===== config.mk =====
export PLATFORM = sky130hd
export DESIGN_NAME = framed_value_receiver_threshold
export DESIGN_NICKNAME = d
export VERILOG_FILES = /design/src/rtl/fvrt_pkg.sv /design/src/rtl/framed_value_receiver_threshold.sv /design/src/rtl/fvrt_in_stage.sv /design/src/rtl/fvrt_parser.sv
export SDC_FILE = /design/constraint.sdc
export NUM_CORES = 1
export LEC_CHECK = 0
export BUFFER_PORTS_ARGS = -buffer_cell sky130_fd_sc_hd__buf_2
export CAP_MARGIN = 10
export CORE_ASPECT_RATIO = 1.75
export CORE_UTILIZATION = 54
export CTS_BUF_LIST = sky130_fd_sc_hd__clkbuf_4 sky130_fd_sc_hd__clkbuf_8
export CTS_CLUSTER_DIAMETER = 50
export DETAILED_ROUTE_END_ITERATION = 8
export PLACE_DENSITY = 0.79
export SYNTH_ARGS = -nofsm -noshare
export SYNTH_HDL_FRONTEND = slang
export SYNTH_SLANG_ARGS = --single-unit

===== constraint.sdc =====
create_clock -name clk -period 4.93 [get_ports clk]
set_clock_uncertainty 0.05 [all_clocks]
set_input_delay 0.7395 -clock clk [delete_from_list [all_inputs] [get_ports clk]]
set_output_delay 0.7395 -clock clk [all_outputs]
set_load 0.02 [all_outputs]

===== src/rtl/fvrt_pkg.sv =====
// Shared constants and types for the framed value receiver.
package fvrt_pkg;

  localparam logic [7:0]         START_CODE    = 8'h55;
  localparam logic [7:0]         STOP_CODE     = 8'hAA;
  localparam logic signed [15:0] THRESH_RESET  = -16'sd140;

  // One received byte held in the input register
  typedef struct packed {
    logic       vld;
    logic [7:0] rx_byte;
  } fvrt_beat_t;

endpackage


===== src/rtl/framed_value_receiver_threshold.sv =====
// Top level of the framed value receiver with threshold indicator.
//
// Input channel: one received byte per beat on in_rx_byte (in_valid/in_stall).
// The parser looks for start 0x55, a signed 16-bit value high byte first,
// an 8-bit additive checksum of the two value bytes, and stop 0xAA.
// Result channel: exactly one result beat per input beat, in order, carrying
// frame_valid, checksum_error, the last accepted value and the held
// indicator (value greater than threshold, signed).
// Configuration: cfg_we writes cfg_wdata to the signed threshold; write it
// only while no byte is in flight.
// The input register loads at the accepting edge and feeds the result register,
// where out_valid rises. Throughput is one byte per cycle while the receiver does
// not stall; the single parser step between the two registers sets that rate.
// Reset (rst_n low, synchronous) clears the parser to idle, the value and
// the indicator to zero, and sets the threshold to -140.
// When the receiver stalls, the result beat holds; an empty input register
// still takes one more byte, after which in_stall rises until the result drains.
module framed_value_receiver_threshold (
  input  logic               clk,
  input  logic               rst_n,
  input  logic               in_valid,
  output logic               in_stall,
  input  logic [7:0]         in_rx_byte,
  output logic               out_valid,
  input  logic               out_stall,
  output logic               out_frame_valid,
  output logic               out_checksum_error,
  output logic signed [15:0] out_value,
  output logic               out_indicator_on,
  input  logic               cfg_we,
  input  logic signed [15:0] cfg_wdata
);
  import fvrt_pkg::*;

  fvrt_beat_t beat;
  logic       ready;

  // Input register
  fvrt_in_stage u_in_stage (
    .clk        (clk),
    .rst_n      (rst_n),
    .in_valid   (in_valid),
    .in_stall   (in_stall),
    .in_rx_byte (in_rx_byte),
    .down_ready (ready),
    .beat       (beat)
  );

  // Parser and result register
  fvrt_parser u_parser (
    .clk                (clk),
    .rst_n              (rst_n),
    .cfg_we             (cfg_we),
    .cfg_wdata          (cfg_wdata),
    .beat               (beat),
    .ready              (ready),
    .out_valid          (out_valid),
    .out_stall          (out_stall),
    .out_frame_valid    (out_frame_valid),
    .out_checksum_error (out_checksum_error),
    .out_value          (out_value),
    .out_indicator_on   (out_indicator_on)
  );

endmodule


===== src/rtl/fvrt_in_stage.sv =====
// Input register stage: captures one received byte per beat.
module fvrt_in_stage (
  input  logic              clk,
  input  logic              rst_n,
  input  logic              in_valid,
  output logic              in_stall,
  input  logic [7:0]        in_rx_byte,
  input  logic              down_ready,
  output fvrt_pkg::fvrt_beat_t beat
);
  import fvrt_pkg::*;

  logic       vld_r, vld_nxt;
  logic [7:0] byte_r, byte_nxt;
  logic       take;

  // Full and the parser cannot take it: hold off the sender
  assign in_stall = vld_r && !down_ready;
  assign take     = in_valid && !in_stall;

  always_comb begin
    vld_nxt  = vld_r;
    byte_nxt = byte_r;
    if (take) begin
      vld_nxt  = 1'b1;
      byte_nxt = in_rx_byte;
    end else if (down_ready) begin
      vld_nxt  = 1'b0;
    end
  end

  always_ff @(posedge clk) begin
    if (!rst_n) begin
      vld_r <= 1'b0;
    end else begin
      vld_r <= vld_nxt;
    end
    byte_r <= byte_nxt;
  end

  assign beat.vld     = vld_r;
  assign beat.rx_byte = byte_r;

endmodule


===== src/rtl/fvrt_parser.sv =====
// Frame parser, threshold register and result register.
module fvrt_parser (
  input  logic                 clk,
  input  logic                 rst_n,
  input  logic                 cfg_we,
  input  logic signed [15:0]   cfg_wdata,
  input  fvrt_pkg::fvrt_beat_t beat,
  output logic                 ready,
  output logic                 out_valid,
  input  logic                 out_stall,
  output logic                 out_frame_valid,
  output logic                 out_checksum_error,
  output logic signed [15:0]   out_value,
  output logic                 out_indicator_on
);
  import fvrt_pkg::*;

  typedef enum logic [2:0] {
    PH_IDLE  = 3'd0,
    PH_START = 3'd1,
    PH_HIGH  = 3'd2,
    PH_LOW   = 3'd3,
    PH_CSUM  = 3'd4
  } phase_t;

  phase_t             phase_r, phase_nxt;
  logic [15:0]        partial_r, partial_nxt;
  logic signed [15:0] accepted_r, accepted_nxt;
  logic               ind_r, ind_nxt;
  logic signed [15:0] thresh_r;
  logic               ovld_r, ovld_nxt;
  logic               ok_r, ok_nxt;
  logic               err_r, err_nxt;
  logic               step;
  logic [7:0]         sum;
  logic [7:0]         b;

  // Result register free or being drained this cycle
  assign ready = !ovld_r || !out_stall;
  assign step  = beat.vld && ready;
  assign b     = beat.rx_byte;
  assign sum   = partial_r[15:8] + partial_r[7:0];

  // Parser step for one byte
  always_comb begin
    phase_nxt    = phase_r;
    partial_nxt  = partial_r;
    accepted_nxt = accepted_r;
    ind_nxt      = ind_r;
    ok_nxt       = ok_r;
    err_nxt      = err_r;
    ovld_nxt     = ready ? beat.vld : ovld_r;
    if (step) begin
      ok_nxt  = 1'b0;
      err_nxt = 1'b0;
      unique case (phase_r)
        PH_START: begin
          partial_nxt = {b, 8'h00};
          phase_nxt   = PH_HIGH;
        end
        PH_HIGH: begin
          partial_nxt = {partial_r[15:8], b};
          phase_nxt   = PH_LOW;
        end
        PH_LOW: begin
          if (sum == b) begin
            phase_nxt = PH_CSUM;
          end else begin
            err_nxt   = 1'b1;
            phase_nxt = PH_IDLE;
          end
        end
        PH_CSUM: begin
          if (b == STOP_CODE) begin
            accepted_nxt = partial_r;
            ok_nxt       = 1'b1;
            ind_nxt      = $signed(partial_r) > thresh_r;
          end
          phase_nxt = PH_IDLE;
        end
        default: begin
          // idle, and unused codes behave as idle
          partial_nxt = '0;
          phase_nxt   = (b == START_CODE) ? PH_START : PH_IDLE;
        end
      endcase
    end
  end

  always_ff @(posedge clk) begin
    if (!rst_n) begin
      phase_r    <= PH_IDLE;
      partial_r  <= '0;
      accepted_r <= '0;
      ind_r      <= 1'b0;
      thresh_r   <= THRESH_RESET;
      ovld_r     <= 1'b0;
      ok_r       <= 1'b0;
      err_r      <= 1'b0;
    end else begin
      phase_r    <= phase_nxt;
      partial_r  <= partial_nxt;
      accepted_r <= accepted_nxt;
      ind_r      <= ind_nxt;
      ovld_r     <= ovld_nxt;
      ok_r       <= ok_nxt;
      err_r      <= err_nxt;
      if (cfg_we) begin
        thresh_r <= cfg_wdata;
      end
    end
  end

  assign out_valid          = ovld_r;
  assign out_frame_valid    = ok_r;
  assign out_checksum_error = err_r;
  assign out_value          = accepted_r;
  assign out_indicator_on   = ind_r;

endmodule


=== Word level (Yosys, flattened, before mapping) ===
Cells that the tools add are included.

* Bits in registers: 64
* Output and inout bits: 21
* Logic and storage cells: 45
* Input port bits: 29

* Order comparisons: 1
* Equal/unequal tests: 7
* Reductions and logical operators: 13
* Add/sub/neg operators: 1
* Bitwise gates (word level): 2
* Mux-type cells: 10

{| class="wikitable"
|+ Operator list
! cell !! count
|-
| 16-bit one-hot mux with 3 select lines || 1
|-
| 16-bit > comparator || 1
|-
| 3-bit one-hot mux with 4 select lines || 1
|-
| 8-bit adder || 1
|-
| 8-bit by 7-bit equality test with 1-bit output (second input constant) || 1
|-
| 8-bit equality test || 1
|-
| 8-bit equality test (second input constant) || 1
|-
| 1-bit two-way mux || 7
|-
| 3-bit by 2-bit equality test with 1-bit output (second input constant) || 2
|-
| 3-bit AND reduction || 2
|-
| 1-bit zero test || 4
|-
| 3-bit by 1-bit equality test with 1-bit output (second input constant) || 1
|-
| 3-bit equality test (second input constant) || 1
|-
| 1-bit logical AND || 3
|-
| 3-bit two-way mux || 1
|-
| 1-bit NOT || 2
|-
| 2-bit AND reduction || 1
|-
| 2-bit nonzero test || 1
|-
| 2-bit OR reduction || 1
|-
| 1-bit logical OR || 1
|}

=== Longest topological paths before layout ===
Gate-level depths: netlist of run 1.

* Word-level depth: 7
* Mapped depth: 8
* Gate-level depth less buffers: 8

=== Modules after synthesis ===
From an unflattened synthesis of run 1, not the netlist that was laid out.

* Cells, all modules: 366
* Area, all modules: 3,279.4 sq um

{| class="wikitable"
|+ By module, submodules not included
! module !! sequential area each (sq um) !! cells an instance !! times used !! area an instance (sq um)
|-
| fvrt_parser || 1,101.1 || 353 || 1 || 2,984.1
|-
| fvrt_in_stage || 260.2 || 13 || 1 || 295.3
|}

=== Worst setup path after synthesis of run 1 ===
OpenSTA, ideal clock, no wires.

* Path kind: flip-flop to flip-flop
* Start: reg u_parser.partial_r[0]
* End: reg u_parser.err_r (netlist: u_parser.out_checksum_error)
* Arrival time: 1,983 ps
* Stages on the path, launching flop included: 9
* Setup slack: 2,781 ps
* Buffers on the path: 0
* Clock period less this slack: 2,149 ps
* Setup time: 116 ps
* Required time: 4,764 ps
* Cells stage by stage: dfxtp_1 ha_1 fa_1 xnor2_1 xnor2_1 or3_1 nor4_2 a31oi_1 a31o_1

* Longest elaborated chain between the ends: 4

{| class="wikitable"
|+ Ends and longest elaborated chain
! item !! line !! source
|-
| from (decl) || fvrt_parser.sv:27 || <nowiki>logic [15:0] partial_r, partial_nxt;</nowiki>
|-
| from (signal assigned) || fvrt_parser.sv:102 || <nowiki>partial_r <= partial_nxt;</nowiki>
|-
| 8-bit adder || fvrt_parser.sv:42 || <nowiki>assign sum = partial_r[15:8] + partial_r[7:0];</nowiki>
|-
| 8-bit equality test || fvrt_parser.sv:66 || <nowiki>if (sum == b) begin</nowiki>
|-
| 1-bit two-way mux || fvrt_parser.sv:66 ||
|-
| 1-bit two-way mux || fvrt_parser.sv:56 || <nowiki>unique case (phase_r)</nowiki>
|-
| to (signal assigned) || fvrt_parser.sv:107 || <nowiki>err_r <= err_nxt;</nowiki>
|-
| to (decl) || fvrt_parser.sv:33 || <nowiki>logic err_r, err_nxt;</nowiki>
|}

Every way passes these cells.
A chain may end at the register's enable or synchronous reset.

=== Final worst setup path of run 1 ===
Same ends and word-level chain as after synthesis.

==> metrics, run 1 <==
Pint=0.9120 mW; I/O pin cnt=50; Tcrit/Tclk final=48.10%; FP Rows=37; Yosys cell types=55; Comb pwr share=6.2%; max frequency=421.7 MHz; share of the synthesized area in the top cell type=33.85%; max-slew violations=0; Worst Max-Slew Pin Slew=872.7 ps; leakage power=1.642 nW; critical path class=reg -> reg; Critical Path AT=2560 ps; pin count of the biggest net entering global routing=60; Seq pwr share=47.9%; Clk Tree Root Cell=clkbuf_8; Clk Latency, worst-skew pair=350 ps; H-tree lvl count=3; max cap viols=0; Worst Setup Start Kind=register; post-cts sizing count=0; Final nets=452; min Tclk post-route=2371 ps; Post-DP HPWL=5324 um; Async S/R FF share, synth=0%; syn_nets=407; hold buffer count at CTS=0; required time of the critical path=5120 ps; final hold viol count=0; pre-CTS WS=2586 ps; setup bufs post-CTS=0; worst min-delay path class=reg -> reg; Synth-to-Final Area Change=14.62%; Routed WL=7211 um; share of layout cells above drive strength 1=21.78%; Initial Util=56.33%; Clock transition at path regs=70 ps; Buffers on Ports=49; Max clock buf depth=2; full die area=0.006463 sq mm; Sequential Area=0.001361 sq mm; Hold WS=396.8 ps; post-route ant nets=0; First-pass DRT Iterations=4; net switching power=0.2437 mW; Inserted Clock Buffers=9; Main synth FF type=dfxtp_1; Vias/cell=5.544; CP Max Fanout=4; Fill cells=512; final setup fails=0; Final WS setup=2559 ps; Crit. End Element=register; Die X=61.20 um; clock power share=45.9%; Tot Pwr=1.156 mW; core area=0.005879 sq mm; synthesized cell area=0.003312 sq mm; Post-synth EDFFs=8; outcome=complete, no violations; area occupied by multi-input gates=0.001784 sq mm; DR iter-0 viols=136; via count=2,672; die height=105.6 um; antenna violations before repair=0; synthesized area per cell=9.356 sq um; Ys Warns=0; setup TNS=0 ps; grt ovf=0; VDD IR max=201.7 uV; CTS tree=done; global-route wire length before repair=11,530 um; Seq cells post-synth=64; most frequent cell after synthesis=nand2_1; DR WL/cell=14.96 um; Synth area leader=dfxtp_1; clock sink count=64; RSZ-0062 raised after global routing=false; diodes inserted=0; Max-slew headroom=41.82%; placer congestion estimate=0.8625; Net Sw Frac=21.08%; Power Dens Cells=304.4 mW/mm^2; vias in the first global route=2,654; gr usage total=24.55%; post-synthesis sequential area ratio=41.10%; # DRC=0; post-synthesis cell count=354; largest cells by area after synthesis=dfxtp_1 (34%), ha_1 (8.7%), nand2_1 (8.2%), edfxtp_1 (7.3%), a21boi_0 (3.6%); synth cell count leaders=nand2_1 (72), dfxtp_1 (56), ha_1 (23)
[final timing paths]
check                                            from                                        to  slack [ps]  cells past startpoint
setup reg to reg   u_parser.partial_r[0]$_SDFFE_PN0P_  u_parser.out_checksum_error$_SDFFE_PN0P_        2560                      8
hold reg to reg   u_parser.out_value[13]$_SDFFE_PN0P_       u_parser.out_value[13]$_SDFFE_PN0P_         400                      2
setup / recovery   u_parser.partial_r[0]$_SDFFE_PN0P_  u_parser.out_checksum_error$_SDFFE_PN0P_        2560                      8
hold / removal    u_parser.out_value[13]$_SDFFE_PN0P_       u_parser.out_value[13]$_SDFFE_PN0P_         400                      2
[worst max-delay path, cell delays in order, from the launching register on]
cell and delay [ps]:
dfxtp_1 370, ha_1 260, fa_1 450, xnor2_1 170, xnor2_1 130, or3_1 320, nor4_2 190, a31oi_1 130
a31o_1 190
[layout by cell type, fill, tap and decap left out, drive strengths merged, types with 2 or more instances in the layout]
cell / Yosys / final
o211ai: 15 / 15
a21oi: 12 / 12
nor2b: 8 / 8
or3: 2 / 2
and3: 3 / 3
and2: 2 / 2
nor4: 2 / 2
inv: 18 / 18
o21ai: 8 / 8
a21boi: 36 / 36
a211oi: 2 / 2
buf: 7 / 49
bufinv: 0 / 2
nand3: 18 / 18
nor2: 4 / 4
edfxtp: 8 / 8
xor2: 5 / 5
nand2b: 3 / 3
nand2: 72 / 72
nand4b: 3 / 3
xnor2: 10 / 10
mux2i: 4 / 4
nand4: 4 / 4
clkbuf: 8 / 14
ha: 23 / 23
nor4b: 2 / 2
nor3: 3 / 3
a21o: 4 / 4
dfxtp: 56 / 56
[cells by family (layout without fill, tap and decap cells)]
kind of cell	Yosys count	after routing	share of synthesized area (%)
mux	5	5	1.549
compound gates	85	85	19.19
flops	64	64	41.10
buf+inv	33	83	5.024
xor+xnor	15	15	3.967
fa+ha+maj	25	25	9.596
simple gates	127	127	19.57
[flip-flops by register name (all words and copies together) (netlist names)]
signal,count
u_in_stage.byte_r,8
u_parser.phase_r,3
u_parser.out_checksum_error,1
u_in_stage.vld_r,1
u_parser.out_frame_valid,1
u_parser.out_value,16
u_parser.out_indicator_on,1
u_parser.out_valid,1
u_parser.partial_r,16
u_parser.thresh_r,16
[area by class of cell]
cell class / count / share of cell area (%)
multi-input cells: 257 / 47.00
flip-flops and latches: 64 / 35.86
repair buffers: 49 / 6.460
clock buffers: 14 / 4.746
well taps: 78 / 2.571
inverters: 18 / 1.780
clock inverters: 2 / 1.582
[metal layers]
layer / GRT usage (%) / vias up / share of wire, %
li1: - / 1328 / -
met4: 17.05 / 0 / 4.3
met2: 41.38 / 67 / 54
met1: 24.90 / 1255 / 39
met5: 0 / - / 0
met3: 6.258 / 22 / 3.1
[power by group through the flow]
stage | clock network (mW) | logic (mW) | registers, mW
after floorplan | 0 | 0.0527 | 0.561
after global placement | 0 | 0.0698 | 0.564
after detailed placement | 0 | 0.0718 | 0.565
after CTS | 0.540 | 0.0726 | 0.553
after global routing | 0.560 | 0.0802 | 0.554
final | 0.531 | 0.0718 | 0.553
[metrics by stage]
stage / instance area, sq um / util, % / cells
2_1_floorplan: 3312 / - / 354
3_3_place_gp: 3556 / 60.48 / 466
3_5_place_dp: 3556 / 60.48 / 466
4_1_cts: 3796 / 64.57 / 482
5_1_grt: 3796 / 64.57 / 482
6_report: 3796 / 64.57 / 482
Power figures use the tool's default switching activity.
==> run 2, diff against run 1 <==
==> constraint.sdc (replaced) <==
create_clock -name clk -period 2.3 [get_ports clk]
set_clock_uncertainty 0.05 [all_clocks]
set_input_delay 0.345 -clock clk [delete_from_list [all_inputs] [get_ports clk]]
set_output_delay 0.345 -clock clk [all_outputs]
set_load 0.02 [all_outputs]
==> metrics, run 2 (same netlist as run 1, synthesis figures left out) <==
Crit. End Element=register (unchanged); Crit path buffers/inverters=0 (unchanged); leakage power=1.657 nW (was 1.642 nW); placer congestion estimate=0.9229 (was 0.8625); RSZ-0062 raised after global routing=true (was false); final hold viol count=0 (unchanged); Hold WS=112.6 ps (was 396.8 ps); global-route wire length before repair=12,390 um (was 11,530 um); DR WL/cell=15.35 um (was 14.96 um); VDD IR max=467.2 uV (was 201.7 uV); net switching power=0.5317 mW (was 0.2437 mW); diodes inserted=0 (unchanged); crit-path max cell delay=440 ps (was 450 ps); Routed WL=7553 um (was 7211 um); Critical Path AT=2470 ps (was 2560 ps); Initial Util=56.33% (unchanged); Comb pwr share=7.6% (was 6.2%); via count=2,750 (was 2,672); Sequential Area=0.001361 sq mm (unchanged); Fill cells=525 (was 512); CP Max Fanout=3 (was 4); max frequency=439.6 MHz (was 421.7 MHz); grt ovf=0 (unchanged); Tcrit/Tclk final=98.91% (was 48.10%); H-tree lvl count=3 (unchanged); Inserted Clock Buffers=9 (unchanged); CTS tree=done (unchanged); First-pass DRT Iterations=4 (unchanged); Worst Setup Start Kind=register (unchanged); full die area=0.006463 sq mm (unchanged); worst min-delay path class=in -> reg (was reg -> reg); required time of the critical path=2500 ps (was 5120 ps); hold buffer count at CTS=0 (unchanged); critical path class=reg -> reg (unchanged); max cap viols=0 (unchanged); outcome=complete, no violations (unchanged); final setup fails=0 (unchanged); pin count of the biggest net entering global routing=37 (was 60); clock sink count=64 (unchanged); post-route ant nets=0 (unchanged); most frequent cells in the layout=nand2_1 (72), dfxtp_1 (56), buf_2 (49) (unchanged); Vias/cell=5.589 (was 5.544); Clk Latency, worst-skew pair=350 ps (about the same); min Tclk post-route=2275 ps (was 2371 ps); CP Cell Sequence=ha_2 -> fa_2 -> xor2_1 -> or3_1 -> nor4_2 -> a31oi_1 -> a31o_1 (was ha_1 -> fa_1 -> xnor2_1 -> xnor2_1 -> or3_1 -> nor4_2 -> a31oi_1 -> a31o_1); Placement Cell Area=0.003643 sq mm (was 0.003556 sq mm); Buffers on Ports=49 (unchanged); gr usage total=26.51% (was 24.55%); Clk Tree Root Cell=clkbuf_8 (unchanged); Clock transition at path regs=70 ps (about the same); Post-DP HPWL=5701 um (was 5324 um); most common cell after layout, fill and taps aside=nand2_1 (unchanged); share of layout cells above drive strength 1=24.15% (was 21.78%); I/O pin cnt=50 (unchanged); # DRC=0 (unchanged); reg-to-reg setup timing slack=30 ps (was 2560 ps); setup bufs post-CTS=0 (unchanged); Power Dens Cells=573.3 mW/mm^2 (was 304.4 mW/mm^2); Design Area, Final=0.003817 sq mm (was 0.003796 sq mm); die height=105.6 um (unchanged); Pint=1.657 mW (was 0.9120 mW); antenna violations before repair=0 (unchanged); core area=0.005879 sq mm (unchanged); Max clock buf depth=2 (unchanged); clock power share=38.4% (was 45.9%); Synth-to-Final Area Change=15.26% (was 14.62%); critical path's top delay family=adder cells (unchanged); vias in the first global route=2,776 (was 2,654); crit path max-delay cell type=fa_2 (was fa_1); FP Rows=37 (unchanged); Net Sw Frac=24.29% (was 21.08%); Final nets=462 (was 452); DR iter-0 viols=91 (was 136); max-slew violations=0 (unchanged); Seq pwr share=53.9% (was 47.9%); Worst Max-Slew Pin Slew=597.5 ps (was 872.7 ps); Max-slew headroom=60.08% (was 41.82%); Die X=61.20 um (unchanged); area occupied by multi-input gates=0.001789 sq mm (was 0.001784 sq mm)
run 2: cell count changes in the layout (fill, tap and decap cells not counted), moves of 2 or more:
cell	delta
bufinv_16	-2
clkbuf_8	-3
buf_4	+9
clkinv_2	+3
run 2: timing repair:
| action | 4_1_cts | 5_1_grt |
|---|---|---|
| setup endpoints to repair | 1 | 1 |
| resized for setup | 1 | 1 |
| pin swaps | 0 | 0 |
run 2: stage by stage:
step | setup TNS [ps] | power (mW) | util (%) | cells | setup slack [ps]
finish | 0 | 2.189 | 64.93 | 492 | 25.04
global route | -38.90 | 2.275 | 64.93 | 492 | -38.60
CTS | 0 | 2.211 | 64.89 | 492 | 18.70
detailed placement | -3.360 | 1.371 | 61.97 | 476 | -3.360
global placement | 0 | 1.364 | 61.97 | 476 | 93.66
floorplan | 0 | 1.315 | - | 354 | 151.2
run 2: final timing paths:
kind              cells past startpoint                               start                                        to
setup / recovery                      7  u_parser.partial_r[8]$_SDFFE_PN0P_  u_parser.out_checksum_error$_SDFFE_PN0P_
hold / removal                        1                       in_rx_byte[4]            u_in_stage.byte_r[4]$_DFFE_PP_
hold reg to reg                       2  u_parser.out_value[9]$_SDFFE_PN0P_        u_parser.out_value[9]$_SDFFE_PN0P_
setup reg to reg                      7  u_parser.partial_r[8]$_SDFFE_PN0P_  u_parser.out_checksum_error$_SDFFE_PN0P_
run 2: power by group through the flow:
stage	Clock (mW)	Sequential, mW	Combinational, mW
2_1_floorplan	0	1.20	0.113
3_3_place_gp	0	1.20	0.160
3_5_place_dp	0	1.21	0.166
4_1_cts	0.863	1.18	0.167
5_1_grt	0.907	1.18	0.185
6_report	0.841	1.18	0.167
run 2: final cells by class:
class / instances / area share, %
Clock inverter: 4 / 0.5900
Clock buffer: 12 / 3.835
Multi-Input combinational cell: 257 / 46.87
Sequential cell: 64 / 35.66
Tap cell: 78 / 2.557
Inverter: 18 / 1.770
Timing Repair Buffer: 59 / 8.718
run 2: metal layers:
metal	global-route usage (%)	part of all wire (%)	routed length (um)	up-vias
met5	0	0	0	-
li1	-	-	-	1349
met3	5.890	3.5	268	39
met2	44.33	52	3918	78
met1	26.42	38	2855	1284
met4	21.27	6.8	511	0
==> run 3, diff against run 2 <==
--- a/config.mk
+++ b/config.mk
@@ -5,14 +5,14 @@
 export SDC_FILE = /design/constraint.sdc
 export NUM_CORES = 1
 export LEC_CHECK = 0
-export BUFFER_PORTS_ARGS = -buffer_cell sky130_fd_sc_hd__buf_2
-export CAP_MARGIN = 10
 export CORE_ASPECT_RATIO = 1.75
 export CORE_UTILIZATION = 54
 export CTS_BUF_LIST = sky130_fd_sc_hd__clkbuf_4 sky130_fd_sc_hd__clkbuf_8
 export CTS_CLUSTER_DIAMETER = 50
 export DETAILED_ROUTE_END_ITERATION = 8
-export PLACE_DENSITY = 0.79
+export DONT_BUFFER_PORTS = 1
+export PLACE_DENSITY = 0.72
+export SKIP_CTS_REPAIR_TIMING = 1
 export SYNTH_ARGS = -nofsm -noshare
 export SYNTH_HDL_FRONTEND = slang
 export SYNTH_SLANG_ARGS = --single-unit
==> metrics, run 3 (same netlist as run 1, synthesis figures left out) <==
outcome=complete, no violations (unchanged); Inserted Clock Buffers=9 (unchanged); I/O pin cnt=50 (unchanged); Worst Setup Start Kind=register (unchanged); diodes inserted=0 (unchanged); Buffers on Ports=0 (was 49); fin cells=439 (was 492); antenna violations before repair=0 (unchanged); share of layout cells above drive strength 1=14.13% (was 24.15%); max cap viols=0 (unchanged); Pint=1.848 mW (was 1.657 mW); setup TNS=0 ps (unchanged); fin util=61.63% (was 64.93%); crit path max-delay cell type=fa_2 (unchanged); Seq pwr share=50.3% (was 53.9%); gr usage total=25.01% (was 26.51%); Placed Cells=423 (was 476); max frequency=454.3 MHz (was 439.6 MHz); critical path class=reg -> reg (unchanged); Critical Path AT=2400 ps (was 2470 ps); Clk Tree Root Cell=clkbuf_8 (unchanged); DR iter-0 viols=121 (was 91); post-route ant nets=0 (unchanged); final hold viol count=0 (unchanged); leakage power=1.439 nW (was 1.657 nW); placer congestion estimate=0.8864 (was 0.9229); Design Area, Final=0.003623 sq mm (was 0.003817 sq mm); clock power share=45.0% (was 38.4%); grt ovf=0 (unchanged); Die X=61.20 um (unchanged); most frequent cells in the layout=nand2_1 (72), dfxtp_1 (56), ha_1 (22) (was nand2_1 (72), dfxtp_1 (56), buf_2 (49)); H-tree lvl count=3 (unchanged); DR WL/cell=16.64 um (was 15.35 um); Sequential Area=0.001361 sq mm (unchanged); Vias/cell=5.654 (was 5.589); # DRC=0 (unchanged); full die area=0.006463 sq mm (unchanged); pin count of the biggest net entering global routing=60 (was 37); RSZ-0062 raised after global routing=false (was true); Max-slew headroom=61.51% (was 60.08%); Clock transition at path regs=70 ps (about the same); Clk Latency, worst-skew pair=350 ps (about the same); required time of the critical path=2500 ps (about the same); CP Max Fanout=3 (unchanged); First-pass DRT Iterations=4 (unchanged); via count=2,482 (was 2,750); clock sink count=64 (unchanged); min Tclk post-route=2201 ps (was 2275 ps); Post-DP HPWL=5258 um (was 5701 um); Synth-to-Final Area Change=9.407% (was 15.26%); Placement Cell Area=0.003356 sq mm (was 0.003643 sq mm); Crit. End Element=register (unchanged); worst min-delay path class=in -> reg (unchanged); vias in the first global route=2,533 (was 2,776); crit-path max cell delay=440 ps (about the same); final setup fails=0 (unchanged); max-slew violations=0 (unchanged); CP Cell Sequence=ha_4 -> fa_2 -> xor2_1 -> or3_4 -> nor4_4 -> a31oi_1 -> a31o_1 (was ha_2 -> fa_2 -> xor2_1 -> or3_1 -> nor4_2 -> a31oi_1 -> a31o_1); Net Sw Frac=21.83% (was 24.29%); core area=0.005879 sq mm (unchanged); Hold WS=38.63 ps (was 112.6 ps); Initial Util=56.33% (unchanged); net switching power=0.5160 mW (was 0.5317 mW); most common cell after layout, fill and taps aside=nand2_1 (unchanged); global-route wire length before repair=11,470 um (was 12,390 um); die height=105.6 um (unchanged); Tcrit/Tclk final=95.71% (was 98.91%); Comb pwr share=4.7% (was 7.6%); Max clock buf depth=2 (unchanged); Routed WL=7304 um (was 7553 um); Fill cells=527 (was 525); CTS tree=done (unchanged); area occupied by multi-input gates=0.001832 sq mm (was 0.001789 sq mm); FP Rows=37 (unchanged); Worst Max-Slew Pin Slew=576.2 ps (was 597.5 ps); VDD IR max=551.3 uV (was 467.2 uV); Final nets=409 (was 462); Power Dens Cells=652.4 mW/mm^2 (was 573.3 mW/mm^2)
==> run 3: final cells by class <==
cell class / count / area share [%]
sequential: 64 / 37.57
clock buffer: 10 / 3.798
tap: 78 / 2.693
timing repair buffer: 6 / 1.243
inverter: 18 / 1.865
clock inverter: 6 / 2.279
multi-input combinational: 257 / 50.55
==> run 3: power groups by stage <==
stage / Clock, mW / Combinational [mW] / Sequential (mW)
floorplan: 0 / 0.113 / 1.20
global placement: 0 / 0.105 / 1.21
detailed placement: 0 / 0.108 / 1.21
CTS: 1.09 / 0.108 / 1.19
global route: 1.14 / 0.125 / 1.19
finish: 1.06 / 0.111 / 1.19
==> run 3: metrics by stage <==
stage          power [mW]  setup WS, ps
2_1_floorplan       1.315         151.2
3_3_place_gp        1.316         94.90
3_5_place_dp        1.320         14.42
4_1_cts             2.389         3.934
5_1_grt             2.460         2.897
6_report            2.364         98.71
==> run 3: metal layers <==
metal / vias up / GRT usage, % / routed length (um)
met5: - / 0 / 0
met4: 0 / 14.29 / 286
met3: 22 / 8.589 / 369
met2: 74 / 41.38 / 3742
met1: 1145 / 26.21 / 2905
li1: 1241 / - / -
==> run 3: worst max-delay path, delay by kind of cell, from the launching register on <==
kind | cells | cell delay, ps
adder cells (fa/ha/maj) | 2 | 610
AND/OR/NAND/NOR | 2 | 570
flip-flops | 1 | 380
AO/OA/AOI/OAI | 2 | 310
XOR/XNOR | 1 | 180
==> run 3: path summary, 6_finish.rpt <==
kind | from | end | cells past startpoint | slack [ps]
worst max register to register | u_parser.partial_r[0]$_SDFFE_PN0P_ | u_parser.out_checksum_error$_SDFFE_PN0P_ | 7 | 100
worst min-delay path | in_rx_byte[4] | u_in_stage.byte_r[4]$_DFFE_PP_ | 0 | 40
worst min register to register | u_parser.thresh_r[5]$_SDFFE_PN1P_ | u_parser.thresh_r[5]$_SDFFE_PN1P_ | 2 | 440
worst max-delay path | u_parser.partial_r[0]$_SDFFE_PN0P_ | u_parser.out_checksum_error$_SDFFE_PN0P_ | 7 | 100
